$ cat config.mk
export PLATFORM = sky130hd
export DESIGN_NAME = gpvu_front
export DESIGN_NICKNAME = d
export VERILOG_FILES = /design/src/design/gpvu_pkg.sv /design/src/design/gpvu_front.sv
export SDC_FILE = /design/constraint.sdc
export NUM_CORES = 1
export LEC_CHECK = 0
export BUFFER_PORTS_ARGS = -buffer_cell sky130_fd_sc_hd__buf_4
export CAP_MARGIN = 0
export CORE_AREA = 2 2 152 154
export DETAILED_ROUTE_END_ITERATION = 6
export DIE_AREA = 0 0 154 156
export PLACE_DENSITY_LB_ADDON = 0.08
export SLEW_MARGIN = 20
export SYNTH_ARGS = -nofsm -noshare
export SYNTH_HDL_FRONTEND = slang
export SYNTH_SLANG_ARGS = --single-unit
$ cat constraint.sdc
create_clock -name vclk -period 8.5
set_input_delay 0.85 -clock vclk [all_inputs]
set_output_delay 0.85 -clock vclk [all_outputs]
set_load 0.005 [all_outputs]
$ cat src/design/gpvu_pkg.sv
// Shared types and constants of the gravity pair velocity update block.
// Used by every module of the block; depends on nothing.
`default_nettype none
package gpvu_pkg;

    localparam int QUEUE_DEPTH = 4;

    localparam logic [63:0] GRAVITY_RESET   = 64'd1231191000;
    localparam logic [31:0] TIME_STEP_RESET = 32'd1092;

    localparam logic CFG_GRAVITY   = 1'b0;
    localparam logic CFG_TIME_STEP = 1'b1;

    localparam int MAG_W = 35;
    localparam logic [MAG_W-1:0] MAG_CAP = 35'h4_0000_0000;

    typedef struct packed {
        logic signed [31:0] attractor_x;
        logic signed [31:0] attractor_y;
        logic [31:0]        attractor_mass;
        logic signed [31:0] body_x;
        logic signed [31:0] body_y;
        logic signed [31:0] velocity_in_x;
        logic signed [31:0] velocity_in_y;
        logic               same_body;
    } in_item_t;

    typedef struct packed {
        logic signed [31:0] velocity_out_x;
        logic signed [31:0] velocity_out_y;
        logic               coincident;
        logic               saturated;
    } out_item_t;

    typedef struct packed {
        logic        coin;
        logic        neg_x;
        logic        neg_y;
        logic [32:0] abs_x;
        logic [32:0] abs_y;
        logic [31:0] mass;
        logic [31:0] vel_x;
        logic [31:0] vel_y;
    } work_t;

endpackage
`default_nettype wire

$ cat src/design/gpvu_front.sv
// Front end: forms the position differences of a request and classifies it.
// Depends on gpvu_pkg.
`default_nettype none
module gpvu_front (
    input  wire gpvu_pkg::in_item_t in_data,
    output gpvu_pkg::work_t         work
);

    logic signed [32:0] dx;
    logic signed [32:0] dy;

    assign dx = {in_data.attractor_x[31], in_data.attractor_x}
              - {in_data.body_x[31], in_data.body_x};
    assign dy = {in_data.attractor_y[31], in_data.attractor_y}
              - {in_data.body_y[31], in_data.body_y};

    always_comb begin
        work.coin  = in_data.same_body || (dx == 33'sd0 && dy == 33'sd0);
        work.neg_x = dx[32];
        work.neg_y = dy[32];
        work.abs_x = dx[32] ? 33'(-dx) : 33'(dx);
        work.abs_y = dy[32] ? 33'(-dy) : 33'(dy);
        work.mass  = in_data.attractor_mass;
        work.vel_x = in_data.velocity_in_x;
        work.vel_y = in_data.velocity_in_y;
    end

endmodule
`default_nettype wire

==> Word level (Yosys, flattened, before mapping) <==
Cells that the tools add are included.
{ "word_totals": {"reg_bits": 0, "latch_bits": 0, "ram_bits": 0, "romBits": 0, "input_bits": 225, "word_cells": 10, "n_memories": 0} }
{ "classes": {"addsub": 4, "mul": 0, "n_div": 0, "n_lt_le_gt_ge": 0, "n_eq_ne": 0, "shifts": 0, "muxes": 2, "bitwise": 0, "n_reduce_logical": 4} }
{ "ops": {"columns": ["op", "count"], "rows": [
  ["33-bit logical NOT", 2],
  ["33-bit 2-to-1 mux", 2],
  ["33-bit negator", 2],
  ["32-bit by 32-bit subtractor with 33-bit output", 2],
  ["1-bit logical AND", 1],
  ["1-bit logical OR", 1]
]} }

==> Longest topological paths before layout <==
{ "depth": {"depth_word": 4, "depth_mapped": 16, "mapped_depth_nobuf": 14} }

==> Worst setup path after synthesis <==
OpenSTA, ideal clock, no wires.
{ "synth_timing": {"path_kind": "input-to-output", "start": "in in_data[193] in the netlist's numbering", "end": "out work[160] in the netlist's numbering", "t_arrival_ns": 4.138, "t_required_ns": 7.650, "setup_slack_ns": 3.512, "stages": 14, "path_buffers": 1, "cell_sequence": "inv_1 ha_1 fa_1 nand2b_1 a21o_1 a2111oi_1 or2_4 a21oi_2 xnor2_1 or4_1 buf_2 or4_1 o31ai_2 xnor2_1"} }
{ "synth_lines": {"columns": ["item", "line", "rtl"], "rows": [
  ["start, declared", "gpvu_front.sv:5", "input wire gpvu_pkg::in_item_t in_data,"],
  ["end, declared", "gpvu_front.sv:6", "output gpvu_pkg::work_t work"]
]} }

==> results.py <==
metrics = {
    "flow_run": {
        "maxCapViolations": 0,
    },
    "floorplan": {
        "initial_core_util_pct": 29.0,
        "die-area_um2": 24000,
        "fp.dieH_um": 156,
        "ioPinCount": 390,
        "core_area_um2": 22400,
        "row_count": 55,
        "die_width_um": 154,
    },
    "global_route": {
        "grt_first_pass_wirelength_mm": 35.8,
        "grt_usage_pct": 18.1,
        "grt_max_degree": 27,
        "grt_overflow": 0,
        "grt_pass1_vias": 6741,
        "antenna_found_initial": 0,
    },
    "yosys": {
        "seq_area_frac_synth_pct": 0,
        "synth_area_leaders": "ha_1 13%, buf_4 11%, xnor2_1 9.4%",
        "netlist_instances": 984,
        "synthesis.area_um2": 6490,
        "ys_types": 80,
        "synth_top_cell_by_area": "ha_1",
        "synth_top_area_share_pct": 13.1,
        "avgSynthCellArea_um2": 6.60,
        "syn_nets": 1279,
        "yosysWarningCount": 0,
    },
    "place": {
        "dp_hpwl_mm": 20.4,
        "gp_congestion": 0.875,
        "numPortBuffers": 198,
        "pre_cts_slack_ps": 2210,
    },
    "pwr": {
        "ir_drop_v": 0.0000664,
        "p_per_area_nw_per_um2": 111,
        "power.leakage_nw": 3.54,
        "power_uw": 831,
    },
    "setup_path": {
        "cp-start-kind": "input port",
        "setup.worst_path.class": "input port to output pin",
        "worstPathArrival_ps": 5400,
        "required_ps": 7650,
        "worstSetupEndpointType": "output pin",
        "cp_max_fo": 26,
    },
    "sta": {
        "rsz0062_at_grt": "no",
        "hold_viol_final": 0,
        "setup_viol": 0,
        "period_share_pct": 73.6,
        "tightest_slew_ps": 894,
        "max_freq_mhz": 160,
        "fin_crit_ps": 6250,
        "maxSlewViolCount": 0,
        "relSlewSlack_pct": 39.7,
        "fin_tns_setup_ps": 0,
        "setup_slack_ps": 2250,
    },
    "clock_network": {
        "postCtsHoldBufs": 0,
        "post_cts_buffers": 0,
        "post_cts_resized": 0,
    },
    "detailed_routing": {
        "drc_errors": 0,
        "wire_per_inst_um": 17.5,
        "first_pass_iters": 5,
        "route.vias.total": 7025,
        "drtAntennaViolNets": 0,
        "drt-initial-drc-count": 313,
        "viasPerCell": 5.26,
        "wirelength_mm": 23.3,
    },
    "min_path": {
        "hold_class": "input port to output pin",
        "min_delay_path_depth": 0,
    },
    "finish": {
        "area_growth_pct": 15.2,
        "clock_buffers": 0,
        "final_cell_mix": "198 x buf_4, 89 x a21oi_1, 85 x inv_1",
        "seq_area_um2": 0,
        "flops_and_latches": 0,
        "final_nets": 1348,
        "final_common_cell": "buf_4",
        "drive_gt1_share_pct": 21.6,
        "diodes": 0,
    },
    "status": {
        "outcome": "finished clean",
    },
}
-- power breakdown --
| group | total, mW | internal, mW | switching (mW) |
|---|---|---|---|
| registers | 0 | 0 | 0 |
| logic | 0.831 | 0.380 | 0.451 |
| clock network | 0 | 0 | 0 |
| total | 0.831 | 0.380 | 0.451 |
-- cells by family after synthesis --
logic type               after synthesis  share of synthesized area (%)
buffers and inverters                218                           18.3
adder cells (fa/ha/maj)               70                           13.7
AND/OR/NAND/NOR                      305                           24.9
multiplexers                           4                          0.636
AO/OA/AOI/OAI                        284                           28.6
XOR/XNOR                             103                           13.9
-- synthesized netlist by cell type (9+ instances only) --
cell      count
xor2_1       33
buf_4        96
a21oi_1      89
xnor2_1      70
nor3_1       19
or3_1         9
o21ai_0      50
nand4_1      15
and2_1       10
nor2_1       60
nor4_1       10
nand3_1      21
clkbuf_1     29
inv_1        85
a21o_1       21
o21a_1        9
a211oi_1     12
ha_1         68
a31oi_1      16
and3_1       18
nand2_1      78
nand2b_1     12
-- worst max-delay path, stage by stage --
cell and delay [ps]:
buf_4 110, ha_1 190, fa_1 390, nand2b_1 210, a21o_1 210, a2111oi_1 790, o21ai_0 190, a21oi_1 270
a41o_1 210, o21a_1 720, clkinv_1 550, nor4_1 400, a21o_1 190, buf_4 120
-- stage by stage --
step	area (um2)	std cells	hold WS (ps)	utilization, %
global route	7470	1336	1700	33.4
global placement	7470	1336	1700	33.4
CTS	7470	1336	1700	33.4
floorplan	6490	984	1770	-
detailed placement	7470	1336	1700	33.4
finish	7470	1336	1700	33.4
-- layout make-up --
cell class,count,area [um2]
fill,2546,14900
tap,285,357
inverter,87,327
timing repair buffer,198,1490
multi-input combinational,766,5310
-- metal layers --
layer,GRT usage [%],vias to the layer above,part of all wire (%)
met1,24.3,3174,46
met2,31.3,240,46
met4,3.69,0,2.3
met5,0,-,0
met3,2.25,50,6.0
li1,-,3561,-
-- worst paths after layout --
check	start	end	slack, ps
max	in_data[97]	work[164]	2250
min	in_data[18]	work[17]	1700
No activity file was read; power rests on OpenSTA's default activity.
