--- src/design/gpvu_pkg.sv ---
// Shared types and constants of the gravity pair velocity update block.
// Used by every module of the block; depends on nothing.
`default_nettype none
package gpvu_pkg;

    localparam int QUEUE_DEPTH = 4;

    localparam logic [63:0] GRAVITY_RESET   = 64'd1231191000;
    localparam logic [31:0] TIME_STEP_RESET = 32'd1092;

    localparam logic CFG_GRAVITY   = 1'b0;
    localparam logic CFG_TIME_STEP = 1'b1;

    localparam int MAG_W = 35;
    localparam logic [MAG_W-1:0] MAG_CAP = 35'h4_0000_0000;

    typedef struct packed {
        logic signed [31:0] attractor_x;
        logic signed [31:0] attractor_y;
        logic [31:0]        attractor_mass;
        logic signed [31:0] body_x;
        logic signed [31:0] body_y;
        logic signed [31:0] velocity_in_x;
        logic signed [31:0] velocity_in_y;
        logic               same_body;
    } in_item_t;

    typedef struct packed {
        logic signed [31:0] velocity_out_x;
        logic signed [31:0] velocity_out_y;
        logic               coincident;
        logic               saturated;
    } out_item_t;

    typedef struct packed {
        logic        coin;
        logic        neg_x;
        logic        neg_y;
        logic [32:0] abs_x;
        logic [32:0] abs_y;
        logic [31:0] mass;
        logic [31:0] vel_x;
        logic [31:0] vel_y;
    } work_t;

endpackage
`default_nettype wire

--- src/design/gpvu_queue.sv ---
// Short queue between the front end and the back end.
// Depends on gpvu_pkg.
`default_nettype none
module gpvu_queue #(
    parameter int DEPTH = gpvu_pkg::QUEUE_DEPTH
) (
    input  wire logic            aclk,
    input  wire logic            aresetn,
    input  wire logic            push,
    input  wire gpvu_pkg::work_t push_data,
    output logic                 full,
    input  wire logic            pop,
    output logic                 empty,
    output gpvu_pkg::work_t      head
);

    localparam int PW = (DEPTH > 1) ? $clog2(DEPTH) : 1;
    localparam int CW = $clog2(DEPTH + 1);

    gpvu_pkg::work_t mem_reg [DEPTH];
    logic [PW-1:0] wr_ptr_reg;
    logic [PW-1:0] rd_ptr_reg;
    logic [CW-1:0] count_reg;

    assign full  = (count_reg == CW'(DEPTH));
    assign empty = (count_reg == '0);
    assign head  = mem_reg[rd_ptr_reg];

    always_ff @(posedge aclk) begin
        if (push) begin
            mem_reg[wr_ptr_reg] <= push_data;
        end
    end

    always_ff @(posedge aclk) begin
        if (!aresetn) begin
            wr_ptr_reg <= '0;
            rd_ptr_reg <= '0;
            count_reg  <= '0;
        end else begin
            if (push) begin
                wr_ptr_reg <= (wr_ptr_reg == PW'(DEPTH - 1)) ? '0 : wr_ptr_reg + 1'b1;
            end
            if (pop) begin
                rd_ptr_reg <= (rd_ptr_reg == PW'(DEPTH - 1)) ? '0 : rd_ptr_reg + 1'b1;
            end
            if (push && !pop) begin
                count_reg <= count_reg + 1'b1;
            end else if (pop && !push) begin
                count_reg <= count_reg - 1'b1;
            end
        end
    end

endmodule
`default_nettype wire

--- config.mk ---
export PLATFORM = sky130hd
export DESIGN_NAME = gpvu_queue
export DESIGN_NICKNAME = d
export VERILOG_FILES = /design/src/design/gpvu_pkg.sv /design/src/design/gpvu_queue.sv
export SDC_FILE = /design/constraint.sdc
export NUM_CORES = 1
export LEC_CHECK = 0
export ABC_CLOCK_PERIOD_IN_PS = 13600
export BUFFER_PORTS_ARGS = -buffer_cell sky130_fd_sc_hd__buf_2
export CAP_MARGIN = 20
export CORE_AREA = 4 4 209 211
export DETAILED_ROUTE_END_ITERATION = 16
export DIE_AREA = 0 0 213 215
export GPL_TIMING_DRIVEN = 0
export MAX_ROUTING_LAYER = met4
export PLACE_DENSITY = 0.8
export SYNTH_ARGS = -nofsm -noshare
export SYNTH_HDL_FRONTEND = slang
export SYNTH_SLANG_ARGS = --single-unit
export TNS_END_PERCENT = 100
--- constraint.sdc ---
create_clock -name aclk -period 13.6 [get_ports aclk]
set_clock_uncertainty 0.15 [all_clocks]
set_input_delay 1.36 -clock aclk [delete_from_list [all_inputs] [get_ports aclk]]
set_output_delay 1.36 -clock aclk [all_outputs]
set_load 0.02 [all_outputs]
# ---- After elaboration in Yosys (flattened, before gate mapping)
# Memories as Yosys holds them, arrays and structs flattened. A register that Yosys moved wholly into a read port is not among the register bits.
# Index checks and enable logic that the tools add are counted.
# Widths: inputs -> output; s select.
dict set report totals {
  word_cells 25
  regBits 7
  output_inout_bits 167
  mem_count 1
  ram_bits 660
  in_bits 169
}
dict set report op_classes {
  muxes 8
  addsub 4
  eq_ne 3
  reduce_logical 6
}
# memory words width read_ports rd_ports_with_merged_regs write_ports line_no
set memory_table {}
lappend memory_table {mem_reg 4 165 1 1 1 gpvu_queue.sv:20} ;# gpvu_pkg::work_t mem_reg [DEPTH];
# cell count
set op_table {}
lappend op_table {{$mux 2} 4}
lappend op_table {{$mux 3} 2}
lappend op_table {{$add 2x1->2 const B} 2}
lappend op_table {{$eq 2x2->1 const B} 2}
lappend op_table {{$add 3x1->3 const B} 1}
lappend op_table {{$eq 3x3->1 const B} 1}
lappend op_table {{$logic_not 3->1} 1}
lappend op_table {{$sub 3x1->3 const B} 1}
lappend op_table {{$logic_and 1x1->1} 2}
lappend op_table {{$logic_not 1->1} 2}
lappend op_table {{$mux 1} 2}
lappend op_table {{$reduce_bool 2->1} 1}

# ---- Logic depth before layout (Yosys ltp)
dict set report depth {
  ltp_word 4
  depth_mapped 7
  depth_no_buf 7
}

# ---- Worst setup path after synthesis
# OpenSTA, ideal clock, no wires.
dict set report synth_path {
  path_type {input port to flip-flop}
  start {input port push}
  end {memory mem_reg[0][0] in the netlist's numbering (enable)}
  setup_slack_ns 7.788
  stages 1
  setup_ns 0.544
  path_buffers 0
  required_ns 12.906
  arrival_ns 5.118
  cell_sequence {and2_1}
}
dict set report synth_via {
  elab_chain_len 2
}
# item line_no
set synth_lines {}
lappend synth_lines {{start: declaration} gpvu_queue.sv:9} ;# input wire logic push,
lappend synth_lines {{$mux 1} gpvu_queue.sv:30} ;# if (push) begin
lappend synth_lines {{$mux 1 (not written as such)} gpvu_queue.sv:31} ;# mem_reg[wr_ptr_reg] <= push_data;
lappend synth_lines {{end: declaration} gpvu_queue.sv:20}
# Every way passes these cells.

==> impl_metrics.tcl <==
set metrics [dict create \
    status "complete, no violations" \
    grt_start_max_net_pins 60 \
    slew_headroom 0.404 \
    ctsResizeCount 0 \
    rows 75 \
    p_int_mw 3.60 \
    finalCriticalPeriod_ns 4.09 \
    drcViolationCount 0 \
    final_common_cell "edfxtp_1" \
    cts_hold_buf 0 \
    dieArea_um2 45800 \
    leakage_nw 9.89 \
    numCtsBuffers 67 \
    netlist_area_um2 24400 \
    power_switching_mw 1.02 \
    ys_seq_area_frac 0.819 \
    crit_arrival_ns 2.58 \
    power.share.combinational 0.099 \
    seq_power_share 0.517 \
    postRouteAntennaNets 0 \
    r2r_slack_ns 11.35 \
    timing.rr.start "wr_ptr_reg[0]" \
    die_width_um 213 \
    fill_cells 2386 \
    vias 11100 \
    cts.root.buffer_cell "clkbuf_16" \
    start_kind "flop" \
    area.growth.synth_to_final_pct 19.8 \
    rr_worst_depth 4 \
    drt_iter0_markers 1129 \
    largest_reg_flops 660 \
    dp_hpwl_um 29900 \
    worst_pin_slew_ns 0.895 \
    synth_top_area_share 0.812 \
    crit_fanout 10 \
    netlist_instances 906 \
    drv_slew 0 \
    drive_gt1_frac 0.467 \
    finalCritPeriodShare 0.301 \
    fp.dieH_um 215 \
    critical_path_class "flop to output pin" \
    synth_fp_nets 1082 \
    yosys.area.top_type "edfxtp_1" \
    p_total_mw 4.61 \
    p_per_area_nw_per_um2 158 \
    vias_per_cell 5.73 \
    gp_congestion 0.741 \
    grt_pass1_wl_um 73700 \
    sw_frac_of_total 0.221 \
    holdWs_ns 0.422 \
    p_clk_frac 0.384 \
    ios 336 \
    routed_wl_um 48700 \
    grt_pass1_vias 11900 \
    cts_buffer_depth 3 \
    port_buffers 335 \
    setup_tns_ns 0 \
    clock_latency_ns 0.56 \
    syn_area_per_cell_um2 26.9 \
    cts_setup_buffers 0 \
    ys_warn_count 0 \
    hp-start "rd_ptr_reg[1]" \
    required_ns 12.09 \
    worstHoldPathType "flop to flop" \
    grtUsageTotal 0.224 \
    wl_per_cell_um 25.2 \
    synth-seq-cells 669 \
    setup_viol 0 \
    synth_area_leaders "edfxtp_1, mux4_2, buf_12" \
    cts_max_level 3 \
    antenna_found_initial 18 \
    core-area_um2 41800 \
    nets 1497 \
    r2r_end "mem_reg[2][43]" \
    irDropWorstVdd_uv 115 \
    firstDrtPassIters 5 \
    gr-total-overflow 0 \
    initial_core_util 0.585 \
    max-cap-violations 0 \
    synth.distinct_cells 24 \
    hold_violations 0 \
    final_cell_mix "edfxtp_1, buf_2, mux4_2" \
    clock_sinks 669 \
    fmax_mhz 244 \
    rsz0062_at_grt "no" \
    cts_tree "built" \
    hold_depth 2 \
    endpoint_kind "output pin" \
    path_clk_slew_ns 0.06 \
]
[cells in the mapped netlist]
master / instances
buf_2: 16
xnor2_1: 1
edfxtp_1: 660
buf_6: 1
nor2_1: 1
o21ai_0: 1
ha_1: 6
o21a_1: 1
clkbuf_1: 2
nor2b_1: 5
dfxtp_1: 9
fa_1: 1
buf_8: 6
a21boi_0: 1
nor3b_1: 1
mux4_2: 165
buf_12: 11
inv_1: 4
nor3_1: 2
xor2_1: 1
buf_4: 1
or3_1: 1
and2_1: 5
mux2i_1: 4
[stage by stage]
| step | utilization | instances | instance area [µm²] | setup slack (ns) |
|---|---|---|---|---|
| after floorplan | - | 906 | 24400 | 7.79 |
| after global placement | 0.641 | 1780 | 26800 | 4.68 |
| after detailed placement | 0.648 | 1791 | 27100 | 10.06 |
| after CTS | 0.699 | 1909 | 29200 | 9.42 |
| after global routing | 0.700 | 1927 | 29200 | 9.38 |
| final | 0.700 | 1932 | 29200 | 9.51 |
[critical path: stages (launching register included)]
cell      delay, ns
dfxtp_1        0.36
clkbuf_1       0.65
buf_2          0.42
mux4_2         0.39
buf_2          0.19
[power groups by stage]
stage | sequential (mW) | clock (mW) | combinational, mW
floorplan | 2.44 | 0 | 0.281
global placement | 2.45 | 0 | 0.439
detailed placement | 2.43 | 0 | 0.460
CTS | 2.39 | 1.81 | 0.464
global route | 2.39 | 1.91 | 0.487
finish | 2.39 | 1.77 | 0.455
[how the worst max path moves through the flow]
stage / from / end / slack (ns) / cells after the start
floorplan: push / mem_reg[0][0] / 7.79 / 1
global placement: push / mem_reg[1][25] / 4.68 / 2
detailed placement: flop / head[13] / 10.06 / 4
CTS: flop / head[75] / 9.42 / 4
global route: flop / head[13] / 9.38 / 4
finish: flop / head[75] / 9.51 / 4
[kinds of logic after synthesis]
kind of cell,Yosys count,synth area share
adders and majority gates,7,0.00390
AOI/OAI and AO/OA,3,0.000820
buffers and inverters,41,0.0177
and+or+nand+nor,15,0.00369
DFF,669,0.819
xor gates and xnor gates,2,0.000718
muxes,169,0.154
[per-layer routing]
layer	up-vias	wire (µm)	global-route usage
met3	109	4780	0.0710
met1	5706	17900	0.284
met4	0	1590	0.0816
li1	4810	-	-
met5	-	0	-
met2	451	24400	0.345
[area by class of cell]
type / instances / area, µm² / share of cell area
flip-flops and latches: 669 / 20000 / 0.684
clock buffers: 87 / 1840 / 0.0628
plain buffers: 37 / 417 / 0.0142
repair buffers: 346 / 1970 / 0.0674
multi-input cells: 196 / 3990 / 0.136
inverters: 4 / 15.0 / 0.000513
clock inverters: 31 / 283 / 0.00967
diodes: 23 / 57.6 / 0.00197
well taps: 539 / 674 / 0.0231
No activity file was read; power rests on OpenSTA's default activity.
